`src/hdl/ism_pkg.sv`:
```
// Shared types and codes for the integer stack machine unit.
// No dependencies; imported by the top level and its port checker.
`timescale 1ns / 1ps

package ism_pkg;

    localparam int DATA_W = 32;
    localparam int ITER_W = $clog2(DATA_W);

    // Instruction codes
    typedef enum logic [2:0] {
        OP_DECLARE = 3'd0,
        OP_PUSH    = 3'd1,
        OP_POP     = 3'd2,
        OP_ADD     = 3'd3,
        OP_SUB     = 3'd4,
        OP_MUL     = 3'd5,
        OP_DIV     = 3'd6,
        OP_DISPLAY = 3'd7
    } op_t;

    // Error codes
    typedef enum logic [1:0] {
        ERR_NONE  = 2'd0,
        ERR_UNDER = 2'd1,
        ERR_OVER  = 2'd2,
        ERR_DIVZ  = 2'd3
    } err_t;

endpackage

```
`src/hdl/integer_stack_machine_unit.sv`:
```
// Integer stack machine: operand stack, variable table and one shared
// 33-bit adder/subtractor that serves add, sub, shift-add multiply and
// restoring divide under a small sequencer. Depends on ism_pkg.
`timescale 1ns / 1ps

//  channel   direction  handshake          payload
//  request   in         start & !busy      op, var_index, var_value
//  result    out        done (one cycle)   top_value, stack_count, shown, error
//
//  Steps: declare, display and any error answer from idle; push and pop add one
//  variable or stack memory read; add and sub pass exec and write; multiply and
//  divide loop the shared adder over every operand bit, divide adding a sign fix.
//  Reset empties the stack; stack and variable memories are not cleared.
//  done is registered and rises in the cycle after the last step; the receiver cannot stall it.
module integer_stack_machine_unit #(
    parameter int STACK_DEPTH = 16,
    parameter int VAR_SLOTS   = 16
) (
    input  logic                clk,
    input  logic                rst_n,
    input  logic                start,
    output logic                busy,
    input  logic [2:0]          op,
    input  logic [3:0]          var_index,
    input  logic signed [31:0]  var_value,
    output logic                done,
    output logic signed [31:0]  top_value,
    output logic [4:0]          stack_count,
    output logic                shown,
    output logic [1:0]          error
);
    import ism_pkg::*;

    localparam int SPW = $clog2(STACK_DEPTH + 1);
    localparam int SAW = $clog2(STACK_DEPTH);
    localparam int VAW = (VAR_SLOTS > 1) ? $clog2(VAR_SLOTS) : 1;
    localparam logic [ITER_W-1:0] ITER_LAST = ITER_W'(DATA_W - 1);

    typedef enum logic [2:0] {
        S_IDLE,
        S_PUSH,
        S_POP,
        S_EXEC,
        S_MUL,
        S_DIV,
        S_FIX,
        S_WRITE
    } state_t;

    state_t              state_reg;
    op_t                 op_reg;
    logic [SPW-1:0]      sp_reg;
    logic [DATA_W-1:0]   top_reg;
    logic [DATA_W:0]     acc_reg;
    logic [DATA_W-1:0]   opa_reg;
    logic [DATA_W-1:0]   opb_reg;
    logic [ITER_W-1:0]   cnt_reg;
    logic                neg_reg;
    logic                slot_ok_reg;
    logic                done_reg;
    logic                shown_reg;
    err_t                err_reg;

    logic [DATA_W-1:0]   stack_mem [STACK_DEPTH];
    logic [DATA_W-1:0]   var_mem [VAR_SLOTS];
    logic [DATA_W-1:0]   stack_rd_reg;
    logic [DATA_W-1:0]   var_rd_reg;

    op_t                 op_in;
    logic                accept;
    logic                slot_ok;
    logic [VAW-1:0]      var_addr;
    logic [SAW-1:0]      below_addr;
    logic                stack_full;
    logic                stack_empty;
    logic                stack_short;
    logic [DATA_W:0]     alu_a;
    logic [DATA_W:0]     alu_b;
    logic                alu_sub;
    logic [DATA_W:0]     alu_sum;
    logic [DATA_W:0]     rem_shift;
    logic [DATA_W-1:0]   push_val;
    logic                stack_we;
    logic [SAW-1:0]      stack_waddr;
    logic [DATA_W-1:0]   stack_wdata;
    logic                var_we;
    logic [DATA_W-1:0]   var_wdata;

    // Decode the request and the stack condition
    assign op_in       = op_t'(op);
    assign accept      = start && (state_reg == S_IDLE);
    assign slot_ok     = ({28'd0, var_index} < 32'(VAR_SLOTS));
    assign var_addr    = VAW'({{VAW{1'b0}}, var_index});
    assign below_addr  = SAW'(sp_reg - SPW'(2));
    assign stack_full  = (sp_reg == SPW'(STACK_DEPTH));
    assign stack_empty = (sp_reg == '0);
    assign stack_short = (sp_reg < SPW'(2));
    assign rem_shift   = {acc_reg[DATA_W-1:0], opb_reg[DATA_W-1]};
    assign push_val    = slot_ok_reg ? var_rd_reg : '0;

    // Shared adder/subtractor: route operands by sequencer step
    always_comb
    begin
        alu_a   = '0;
        alu_b   = '0;
        alu_sub = 1'b0;
        unique case (state_reg)
            S_EXEC:
            begin
                alu_a   = {1'b0, stack_rd_reg};
                alu_b   = {1'b0, top_reg};
                alu_sub = (op_reg == OP_SUB);
            end
            S_MUL:
            begin
                alu_a = acc_reg;
                alu_b = {1'b0, opa_reg};
            end
            S_DIV:
            begin
                alu_a   = rem_shift;
                alu_b   = {1'b0, opa_reg};
                alu_sub = 1'b1;
            end
            S_FIX:
            begin
                alu_b   = {1'b0, opb_reg};
                alu_sub = 1'b1;
            end
            default:
            begin
                alu_a = '0;
            end
        endcase
        alu_sum = alu_a + (alu_sub ? ~alu_b : alu_b) + {{DATA_W{1'b0}}, alu_sub};
    end

    // Stack memory: write on push or result, read the entry below the top
    assign stack_we    = (state_reg == S_PUSH) || (state_reg == S_WRITE);
    assign stack_waddr = (state_reg == S_PUSH) ? SAW'(sp_reg) : below_addr;
    assign stack_wdata = (state_reg == S_PUSH) ? push_val : acc_reg[DATA_W-1:0];

    always_ff @(posedge clk)
    begin
        if (stack_we)
        begin
            stack_mem[stack_waddr] <= stack_wdata;
        end
        if (state_reg == S_IDLE)
        begin
            stack_rd_reg <= stack_mem[below_addr];
        end
    end

    // Variable table: write on declare or pop, read for push
    assign var_we    = accept && slot_ok &&
                       ((op_in == OP_DECLARE) || ((op_in == OP_POP) && !stack_empty));
    assign var_wdata = (op_in == OP_DECLARE) ? var_value : top_reg;

    always_ff @(posedge clk)
    begin
        if (var_we)
        begin
            var_mem[var_addr] <= var_wdata;
        end
        if (state_reg == S_IDLE)
        begin
            var_rd_reg <= var_mem[var_addr];
        end
    end

    // Sequencer, stack pointer, top of stack and result registers
    always_ff @(posedge clk or negedge rst_n)
    begin
        if (!rst_n)
        begin
            state_reg   <= S_IDLE;
            op_reg      <= OP_DECLARE;
            sp_reg      <= '0;
            top_reg     <= '0;
            acc_reg     <= '0;
            opa_reg     <= '0;
            opb_reg     <= '0;
            cnt_reg     <= '0;
            neg_reg     <= 1'b0;
            slot_ok_reg <= 1'b0;
            done_reg    <= 1'b0;
            shown_reg   <= 1'b0;
            err_reg     <= ERR_NONE;
        end
        else
        begin
            done_reg <= 1'b0;
            unique case (state_reg)
                S_IDLE:
                begin
                    if (accept)
                    begin
                        op_reg      <= op_in;
                        slot_ok_reg <= slot_ok;
                        shown_reg   <= 1'b0;
                        err_reg     <= ERR_NONE;
                        unique case (op_in)
                            OP_DECLARE:
                            begin
                                done_reg <= 1'b1;
                            end
                            OP_PUSH:
                            begin
                                if (stack_full)
                                begin
                                    err_reg  <= ERR_OVER;
                                    done_reg <= 1'b1;
                                end
                                else
                                begin
                                    state_reg <= S_PUSH;
                                end
                            end
                            OP_POP:
                            begin
                                if (stack_empty)
                                begin
                                    err_reg  <= ERR_UNDER;
                                    done_reg <= 1'b1;
                                end
                                else
                                begin
                                    sp_reg    <= sp_reg - SPW'(1);
                                    state_reg <= S_POP;
                                end
                            end
                            OP_DISPLAY:
                            begin
                                shown_reg <= 1'b1;
                                err_reg   <= stack_empty ? ERR_UNDER : ERR_NONE;
                                done_reg  <= 1'b1;
                            end
                            default:
                            begin
                                if (stack_short)
                                begin
                                    err_reg  <= ERR_UNDER;
                                    done_reg <= 1'b1;
                                end
                                else if ((op_in == OP_DIV) && (top_reg == '0))
                                begin
                                    err_reg  <= ERR_DIVZ;
                                    done_reg <= 1'b1;
                                end
                                else
                                begin
                                    state_reg <= S_EXEC;
                                end
                            end
                        endcase
                    end
                end
                S_PUSH:
                begin
                    top_reg   <= push_val;
                    sp_reg    <= sp_reg + SPW'(1);
                    done_reg  <= 1'b1;
                    state_reg <= S_IDLE;
                end
                S_POP:
                begin
                    top_reg   <= stack_empty ? '0 : stack_rd_reg;
                    done_reg  <= 1'b1;
                    state_reg <= S_IDLE;
                end
                S_EXEC:
                begin
                    cnt_reg <= '0;
                    priority if (op_reg == OP_MUL)
                    begin
                        acc_reg   <= '0;
                        opa_reg   <= stack_rd_reg;
                        opb_reg   <= top_reg;
                        state_reg <= S_MUL;
                    end
                    else if (op_reg == OP_DIV)
                    begin
                        // Divide magnitudes, fix the sign at the end
                        acc_reg   <= '0;
                        opa_reg   <= top_reg[DATA_W-1] ? (~top_reg + 1'b1) : top_reg;
                        opb_reg   <= stack_rd_reg[DATA_W-1] ?
                                     (~stack_rd_reg + 1'b1) : stack_rd_reg;
                        neg_reg   <= top_reg[DATA_W-1] ^ stack_rd_reg[DATA_W-1];
                        state_reg <= S_DIV;
                    end
                    else
                    begin
                        acc_reg   <= alu_sum;
                        state_reg <= S_WRITE;
                    end
                end
                S_MUL:
                begin
                    // Add the shifted multiplicand for each set multiplier bit
                    if (opb_reg[0])
                    begin
                        acc_reg <= {1'b0, alu_sum[DATA_W-1:0]};
                    end
                    opa_reg <= {opa_reg[DATA_W-2:0], 1'b0};
                    opb_reg <= {1'b0, opb_reg[DATA_W-1:1]};
                    cnt_reg <= cnt_reg + 1'b1;
                    if (cnt_reg == ITER_LAST)
                    begin
                        state_reg <= S_WRITE;
                    end
                end
                S_DIV:
                begin
                    // Restoring step: keep the difference when it is not negative
                    if (!alu_sum[DATA_W])
                    begin
                        acc_reg <= alu_sum;
                        opb_reg <= {opb_reg[DATA_W-2:0], 1'b1};
                    end
                    else
                    begin
                        acc_reg <= rem_shift;
                        opb_reg <= {opb_reg[DATA_W-2:0], 1'b0};
                    end
                    cnt_reg <= cnt_reg + 1'b1;
                    if (cnt_reg == ITER_LAST)
                    begin
                        state_reg <= S_FIX;
                    end
                end
                S_FIX:
                begin
                    acc_reg   <= neg_reg ? alu_sum : {1'b0, opb_reg};
                    state_reg <= S_WRITE;
                end
                S_WRITE:
                begin
                    top_reg   <= acc_reg[DATA_W-1:0];
                    sp_reg    <= sp_reg - SPW'(1);
                    done_reg  <= 1'b1;
                    state_reg <= S_IDLE;
                end
                default:
                begin
                    state_reg <= S_IDLE;
                end
            endcase
        end
    end

    // Drive the result ports
    assign busy        = (state_reg != S_IDLE);
    assign done        = done_reg;
    assign top_value   = top_reg;
    assign stack_count = 5'(sp_reg);
    assign shown       = shown_reg;
    assign error       = err_reg;

endmodule

```
`config.mk`:
```
export PLATFORM = sky130hd
export DESIGN_NAME = integer_stack_machine_unit
export DESIGN_NICKNAME = d
export VERILOG_FILES = /design/src/hdl/ism_pkg.sv /design/src/hdl/integer_stack_machine_unit.sv
export SDC_FILE = /design/constraint.sdc
export NUM_CORES = 2
export LEC_CHECK = 0
export BUFFER_PORTS_ARGS = -buffer_cell sky130_fd_sc_hd__buf_2
export CAP_MARGIN = 30
export CORE_MARGIN = 3
export CORE_UTILIZATION = 30
export DETAILED_ROUTE_END_ITERATION = 12
export SKIP_LAST_GASP = 1
export SYNTH_ARGS = -nofsm -noshare
export SYNTH_HDL_FRONTEND = slang
export SYNTH_SLANG_ARGS = --single-unit
export TNS_END_PERCENT = 30
```
`constraint.sdc`:
```
create_clock -name clk -period 10.2 [get_ports clk]
set_clock_uncertainty 0.15 [all_clocks]
set_input_delay 0.51 -clock clk [delete_from_list [all_inputs] [get_ports clk]]
set_output_delay 0.51 -clock clk [all_outputs]
set_load 0.005 [all_outputs]
```
# ---- Word-level counts from Yosys, hierarchy flattened
# Memories as Yosys holds them, arrays and structs flattened. A register that Yosys moved wholly into a read port is not among the register bits.
# Index checks and enable logic that the tools add are counted.
dict set report word_totals {
  reg_bits 151
  mem_count 2
  out_inout_bits 42
  mem_bits_rw 1024
  inputBits 42
  elab_cells 145
}
dict set report op_classes {
  n_bitwise 5
  n_addsub 8
  eq_ne 28
  n_reduce_logical 30
  order_cmp 1
  n_mux 58
}
# memory words width read_ports rd_ports_with_merged_regs write_ports line_no
set mem_list {}
lappend mem_list {stack_mem 16 32 1 1 1 integer_stack_machine_unit.sv:64} ;# logic [DATA_W-1:0] stack_mem [STACK_DEPTH];
lappend mem_list {var_mem 16 32 1 1 1 integer_stack_machine_unit.sv:65} ;# logic [DATA_W-1:0] var_mem [VAR_SLOTS];
# cell count
set op_table {}
lappend op_table {{32-bit 2-to-1 mux} 10}
lappend op_table {{32-bit one-hot mux with 3 select lines} 3}
lappend op_table {{33-bit 2-to-1 mux} 6}
lappend op_table {{33-bit one-hot mux with 4 select lines} 1}
lappend op_table {{33-bit one-hot mux with 3 select lines} 1}
lappend op_table {{32-bit by 1-bit adder with 32-bit output (second input constant)} 2}
lappend op_table {{32-bit inverter} 2}
lappend op_table {{32-bit one-hot mux with 2 select lines} 1}
lappend op_table {{33-bit by 1-bit adder with 33-bit output} 1}
lappend op_table {{33-bit adder} 1}
lappend op_table {{33-bit inverter} 1}
lappend op_table {{32-bit zero test} 1}
lappend op_table {{3-bit == test (second input constant)} 9}
lappend op_table {{3-bit 2-to-1 mux} 7}
lappend op_table {{3-bit one-hot mux with 6 select lines} 1}
lappend op_table {{5-bit 2-to-1 mux} 3}
lappend op_table {{5-bit one-hot mux with 3 select lines} 1}
lappend op_table {{1-bit 2-to-1 mux} 12}
lappend op_table {{2-bit inequality test (second input constant)} 6}
lappend op_table {{3-bit nonzero test} 4}
lappend op_table {{5-bit by 1-bit adder with 5-bit output (second input constant)} 2}
lappend op_table {{5-bit == test (second input constant)} 2}
lappend op_table {{2-bit 2-to-1 mux} 5}
lappend op_table {{5-bit one-hot mux with 2 select lines} 1}
lappend op_table {{other kinds (29)} 47}

# ---- Logic depth before layout (Yosys ltp)
dict set report logic_depth {
  depth_word 10
  mapped_depth 20
  ltp_nobuf 15
}

# ---- Least setup slack after synthesis
# No wires, ideal clock.
dict set report synth_timing {
  path_type {register to register}
  from {register state_reg[1]}
  to {memory var_mem[0][0] (enable)}
  path_buffers 2
  path_stages_with_launch 7
  t_arrival_ps 8846
  t_required_ps 9589
  synth_period_minus_slack_ps 9456
  setup_time_ps 461
  setup_slack_ps 744
  cell_sequence {dfrtp_1 -> buf_2 -> clkbuf_1 -> nor3_1 -> nand4_1 -> or3_1 -> nor3_1}
}
dict set report synth_via {
  elab_chain_len 5
}
# item line_no
set synth_lines {}
lappend synth_lines {{start, declared} integer_stack_machine_unit.sv:50} ;# state_t state_reg;
lappend synth_lines {{start signal, assigned} integer_stack_machine_unit.sv:177} ;# state_reg <= S_IDLE;
lappend synth_lines {{start signal, assigned} integer_stack_machine_unit.sv:217} ;# state_reg <= S_PUSH;
lappend synth_lines {{start signal, assigned} integer_stack_machine_unit.sv:230} ;# state_reg <= S_POP;
lappend synth_lines {{3-bit zero test} integer_stack_machine_unit.sv:91} ;# assign accept = start && (state_reg == S_IDLE);
lappend synth_lines {{1-bit logical AND} integer_stack_machine_unit.sv:91}
lappend synth_lines {{1-bit logical AND} integer_stack_machine_unit.sv:156} ;# assign var_we = accept && slot_ok &&
lappend synth_lines {{1-bit 2-to-1 mux} integer_stack_machine_unit.sv:162} ;# if (var_we)
lappend synth_lines {{1-bit 2-to-1 mux (implied by the code)} integer_stack_machine_unit.sv:164} ;# var_mem[var_addr] <= var_wdata;
lappend synth_lines {{end, declared} integer_stack_machine_unit.sv:65}
# No other way between the ends.

# ---- Final worst setup path
dict set report layout_timing {
  from {register state_reg[2]}
  to {register acc_reg[23]}
}
dict set report layout_via {
  elab_chain_len 10
  elab_cells_between_ends 22
  cone_classes {2 x add/sub; 5 x eq/ne; 10 x mux; 1 x bitwise; 4 x reduce/logical}
}
# item line_no
set layout_lines {}
lappend layout_lines {{3-bit == test} {integer_stack_machine_unit.sv:107, integer_stack_machine_unit.sv:194}}
lappend layout_lines {{2-bit OR reduction (no source line)} n/a}
lappend layout_lines {{32-bit one-hot mux with 3 select lines} integer_stack_machine_unit.sv:107} ;# unique case (state_reg)
lappend layout_lines {{33-bit inverter} integer_stack_machine_unit.sv:135} ;# alu_sum = alu_a + (alu_sub ? ~alu_b : alu_b) + {{DATA_W{1'b0}}, alu_sub};
lappend layout_lines {{33-bit 2-to-1 mux} integer_stack_machine_unit.sv:135}
lappend layout_lines {{33-bit adder} integer_stack_machine_unit.sv:135}
lappend layout_lines {{33-bit by 1-bit adder with 33-bit output} integer_stack_machine_unit.sv:135}
lappend layout_lines {{33-bit 2-to-1 mux} integer_stack_machine_unit.sv:282} ;# else if (op_reg == OP_DIV)
lappend layout_lines {{33-bit 2-to-1 mux} integer_stack_machine_unit.sv:275} ;# priority if (op_reg == OP_MUL)
lappend layout_lines {{33-bit one-hot mux with 4 select lines} integer_stack_machine_unit.sv:194} ;# unique case (state_reg)
lappend layout_lines {{end signal, assigned} integer_stack_machine_unit.sv:294} ;# acc_reg <= alu_sum;
lappend layout_lines {{end signal, assigned} integer_stack_machine_unit.sv:303} ;# acc_reg <= {1'b0, alu_sum[DATA_W-1:0]};
lappend layout_lines {{end signal, assigned} integer_stack_machine_unit.sv:318} ;# acc_reg <= alu_sum;
lappend layout_lines {{end, declared} integer_stack_machine_unit.sv:54} ;# logic [DATA_W:0] acc_reg;
# Several ways; a longest one is shown, not always the timed one. The select of a mux whose other input is x is not followed.
# A chain may end at the register's enable or synchronous reset.

==> impl_metrics.ini <==
[outcome]
status = complete, no violations

[synth]
synth_area_leaders = edfxtp_1 (60%), mux4_2 (13%), dfrtp_1 (6.9%)
yosysWarnings = 0
postSynthAreaPerCell_sq_um = 16.2
seq_area_frac_synth_pct = 66.9
synth.top_cell.area_share_pct = 60.0
synth.distinct_cells = 78
synth_area_sq_um = 54500
synth-seq-cells = 1239
synth_edf_count = 1088
synthFlopType = edfxtp_1
async_flop_share_pct = 12.2
yosys.area.top_type = edfxtp_1
synth_fp_nets = 3447
synth_cells = 3360

[power_and_ir_drop]
clockPowerShare_pct = 22.6
switching_share_pct = 38.6
switching_power_uw = 7830
p_total_uw = 20300
peakVddDrop_mv = 0.225
seq_power_share_pct = 39.9
pwr_density_cell_nw_per_um2 = 327
power_leakage_uw = 0.0203
intPower_uw = 12500
combPwrFrac_pct = 37.5

[critical_path]
setup.worst_path.end_class = flop
slowest_stage = a311o_2
cp.arrival_ps = 7020
crit_chain = and3b_1 > a311o_2 > mux2i_1 > inv_1 > fa_1 > a21o_1 > a221oi_2 > o21ai_0 > a221o_1 > a21oi_2 > mux2_2 > o21ai_2 > a31oi_1 > o22a_1
path_class = reg2reg
required_ps = 10690
cp_top_family = compound AO/OA/AOI/OAI gates
path_max_fanout = 24
cp-start-kind = flop
cp_slowest_stage_delay_ps = 750
worst-path-buf-inv = 1

[layout]
multi_input_area_sq_um = 17300
drive_above_1_share_pct = 22.3
fillers = 16800
syn_to_final_growth_pct = 14.0
regArea_sq_um = 36500
num-nets-final = 3501

[sta]
fmax_mhz = 153
fin_crit_ps = 6530
finalSetupTns_ps = 0
slew_viol_final = 0
period_share_pct = 64.0
final-hold-violation-count = 0
setup_viol = 0
relSlewSlack_pct = 33.3
rsz0062_at_grt = false
worst_pin_slew_ps = 1000

[floorplanning]
start_util_pct = 30.4
die_area_sq_um = 187000
die_y_um = 432
chipWidth_um = 432
rows = 155
io_pins = 84
coreArea_sq_um = 179000

[route]
ant_nets = 0
vias = 32200
viasPerCell = 5.48
drtPass1Iterations = 9
drt_iter0_markers = 3799
drt-total-wl_um = 160000
post-route-drc-count = 0
wire_per_inst_um = 27.2

[placed_design]
dp_hpwl_um = 99100
numPortBuffers = 83
gp_congestion = 0.937

[clock_tree]
cts_max_path_buffers = 3
root_buffer = clkbuf_16
ctsHtreeMaxLevel = 3
clk_latency_ps = 750
path_clk_slew_ps = 70
cts_tree = yes
cts_buffers = 118
clock-sinks = 1239

[global_routing]
grt_pass1_wl_um = 232000
grt_max_degree = 104
grt_pass1_vias = 32100
grt_remaining_overflow = 0
antenna_found_initial = 5
grt_usage_pct = 16.8

[min_path]
min_path_type = in2reg

[flow_run]
maxCapViolations = 0
==> final timing paths <==
check | startpoint | to | depth (start not counted) | slack, ps
max in group asynchronous | rst_n | top_value[11] | 3 | 8500
setup reg to reg | state_reg[2] | acc_reg[23] | 14 | 3670
hold / removal | op[1] | error[0] | 4 | 70
min in group asynchronous | rst_n | opb_reg[23] | 2 | 180
hold reg to reg | error[1] | error[1] | 2 | 330
setup / recovery | state_reg[2] | acc_reg[23] | 14 | 3670
==> cell usage in the layout, fill, tap and decap left out, drive strengths merged, types with 27 or more instances in the layout <==
| master | instances |
|---|---|
| inv | 28 |
| a21oi | 130 |
| a21o | 28 |
| nand2 | 266 |
| nand3 | 27 |
| mux4 | 320 |
| nor2 | 146 |
| a22o | 62 |
| mux2 | 33 |
| buf | 172 |
| mux2i | 38 |
| o21ai | 194 |
| dfrtp | 151 |
| nor3 | 27 |
| clkbuf | 148 |
| clkinv | 46 |
| xnor2 | 75 |
| ha | 43 |
| a22oi | 93 |
| edfxtp | 1088 |
| a222oi | 32 |
| xor2 | 49 |
==> metal layers <==
layer  vias up  GRT usage, %  part of all wire, %
li1      13600             -                    -
met2      1294          27.8                   49
met3       247          2.18                  5.9
met4         2          7.30                  4.2
met1     17000          22.3                   41
met5         -             0               0.0081
==> kinds of logic (layout without fill, tap and decap cells) <==
family                     Yosys count  in the layout  synth area share (%)
AOI/OAI and AO/OA                  708            708                  8.74
xor gates and xnor gates           124            124                  1.99
adders and majority gates           45             45                  1.06
buffers and inverters              268            422                  1.87
DFF                               1239           1239                  66.9
muxes                              391            391                  14.6
other                                0              5                     0
and+or+nand+nor                    585            585                  4.81
==> what timing repair did <==
| item | 4_1_cts | 5_1_grt |
|---|---|---|
| buffers inserted | 0 | 0 |
| hold endpoints to repair | 46 | 0 |
| resized for setup | 0 | 0 |
| hold buffers | 3 | 0 |
| endpoints found under the setup margin | 0 | 0 |
==> power groups by stage <==
stage | combinational, uW | clock, uW | sequential, uW
after floorplan | 5330 | 0 | 7450
after CTS | 7600 | 4680 | 8060
after global routing | 8210 | 4880 | 8130
after global placement | 7470 | 0 | 8160
final | 7600 | 4600 | 8100
after detailed placement | 7580 | 0 | 8170
==> Yosys cell counts, types with 11 or more instances <==
| master | number |
|---|---|
| edfxtp_1 | 1088 |
| buf_1 | 43 |
| a221o_1 | 13 |
| a22oi_1 | 93 |
| and3_1 | 22 |
| mux4_2 | 320 |
| a211oi_1 | 11 |
| nor3_1 | 27 |
| nor2b_1 | 21 |
| clkbuf_1 | 191 |
| a31oi_1 | 26 |
| o31ai_1 | 18 |
| xnor2_1 | 75 |
| nand2_1 | 266 |
| o21ai_0 | 188 |
| xor2_1 | 49 |
| a22o_1 | 61 |
| o211ai_1 | 12 |
| ha_1 | 43 |
| o22ai_1 | 16 |
| nand2b_1 | 11 |
| a21oi_1 | 127 |
| and2_1 | 11 |
| nor2_1 | 146 |
| inv_1 | 26 |
| nand3_1 | 27 |
| a21o_1 | 28 |
| mux2i_1 | 38 |
| a222oi_1 | 32 |
| mux2_2 | 33 |
| dfrtp_1 | 151 |
==> through the flow <==
stage | hold WS [ps] | util [%] | instance area, sq um | instances | setup WS [ps]
2_1_floorplan | 64.4 | - | 54500 | 3360 | 744
3_3_place_gp | 315 | 32.3 | 57900 | 5640 | 2950
3_5_place_dp | 319 | 32.3 | 58000 | 5646 | 3750
4_1_cts | 15.5 | 34.6 | 62100 | 5869 | 3750
5_1_grt | 95.7 | 34.6 | 62100 | 5870 | 3390
6_report | 69.7 | 34.6 | 62100 | 5874 | 3670
==> worst reg2reg max path: stages, from the launching register on <==
cell and delay [ps]:
dfrtp_1 670, and3b_1 670, a311o_2 750, mux2i_1 450
inv_1 170, fa_1 490, a21o_1 220, a221oi_2 430
o21ai_0 250, a221o_1 450, a21oi_2 330, mux2_2 520
o21ai_2 500, a31oi_1 170, o22a_1 200
==> cell type report <==
cell class,instances,share of cell area (%)
flip-flops and latches,1239,58.7
multi-input cells,1853,27.9
clock buffers,147,5.11
well taps,2355,4.75
repair buffers,176,1.94
clock inverters,73,1.40
inverters,26,0.157
diodes,5,0.0202
Note: power is estimated with default switching activity, not from simulation.
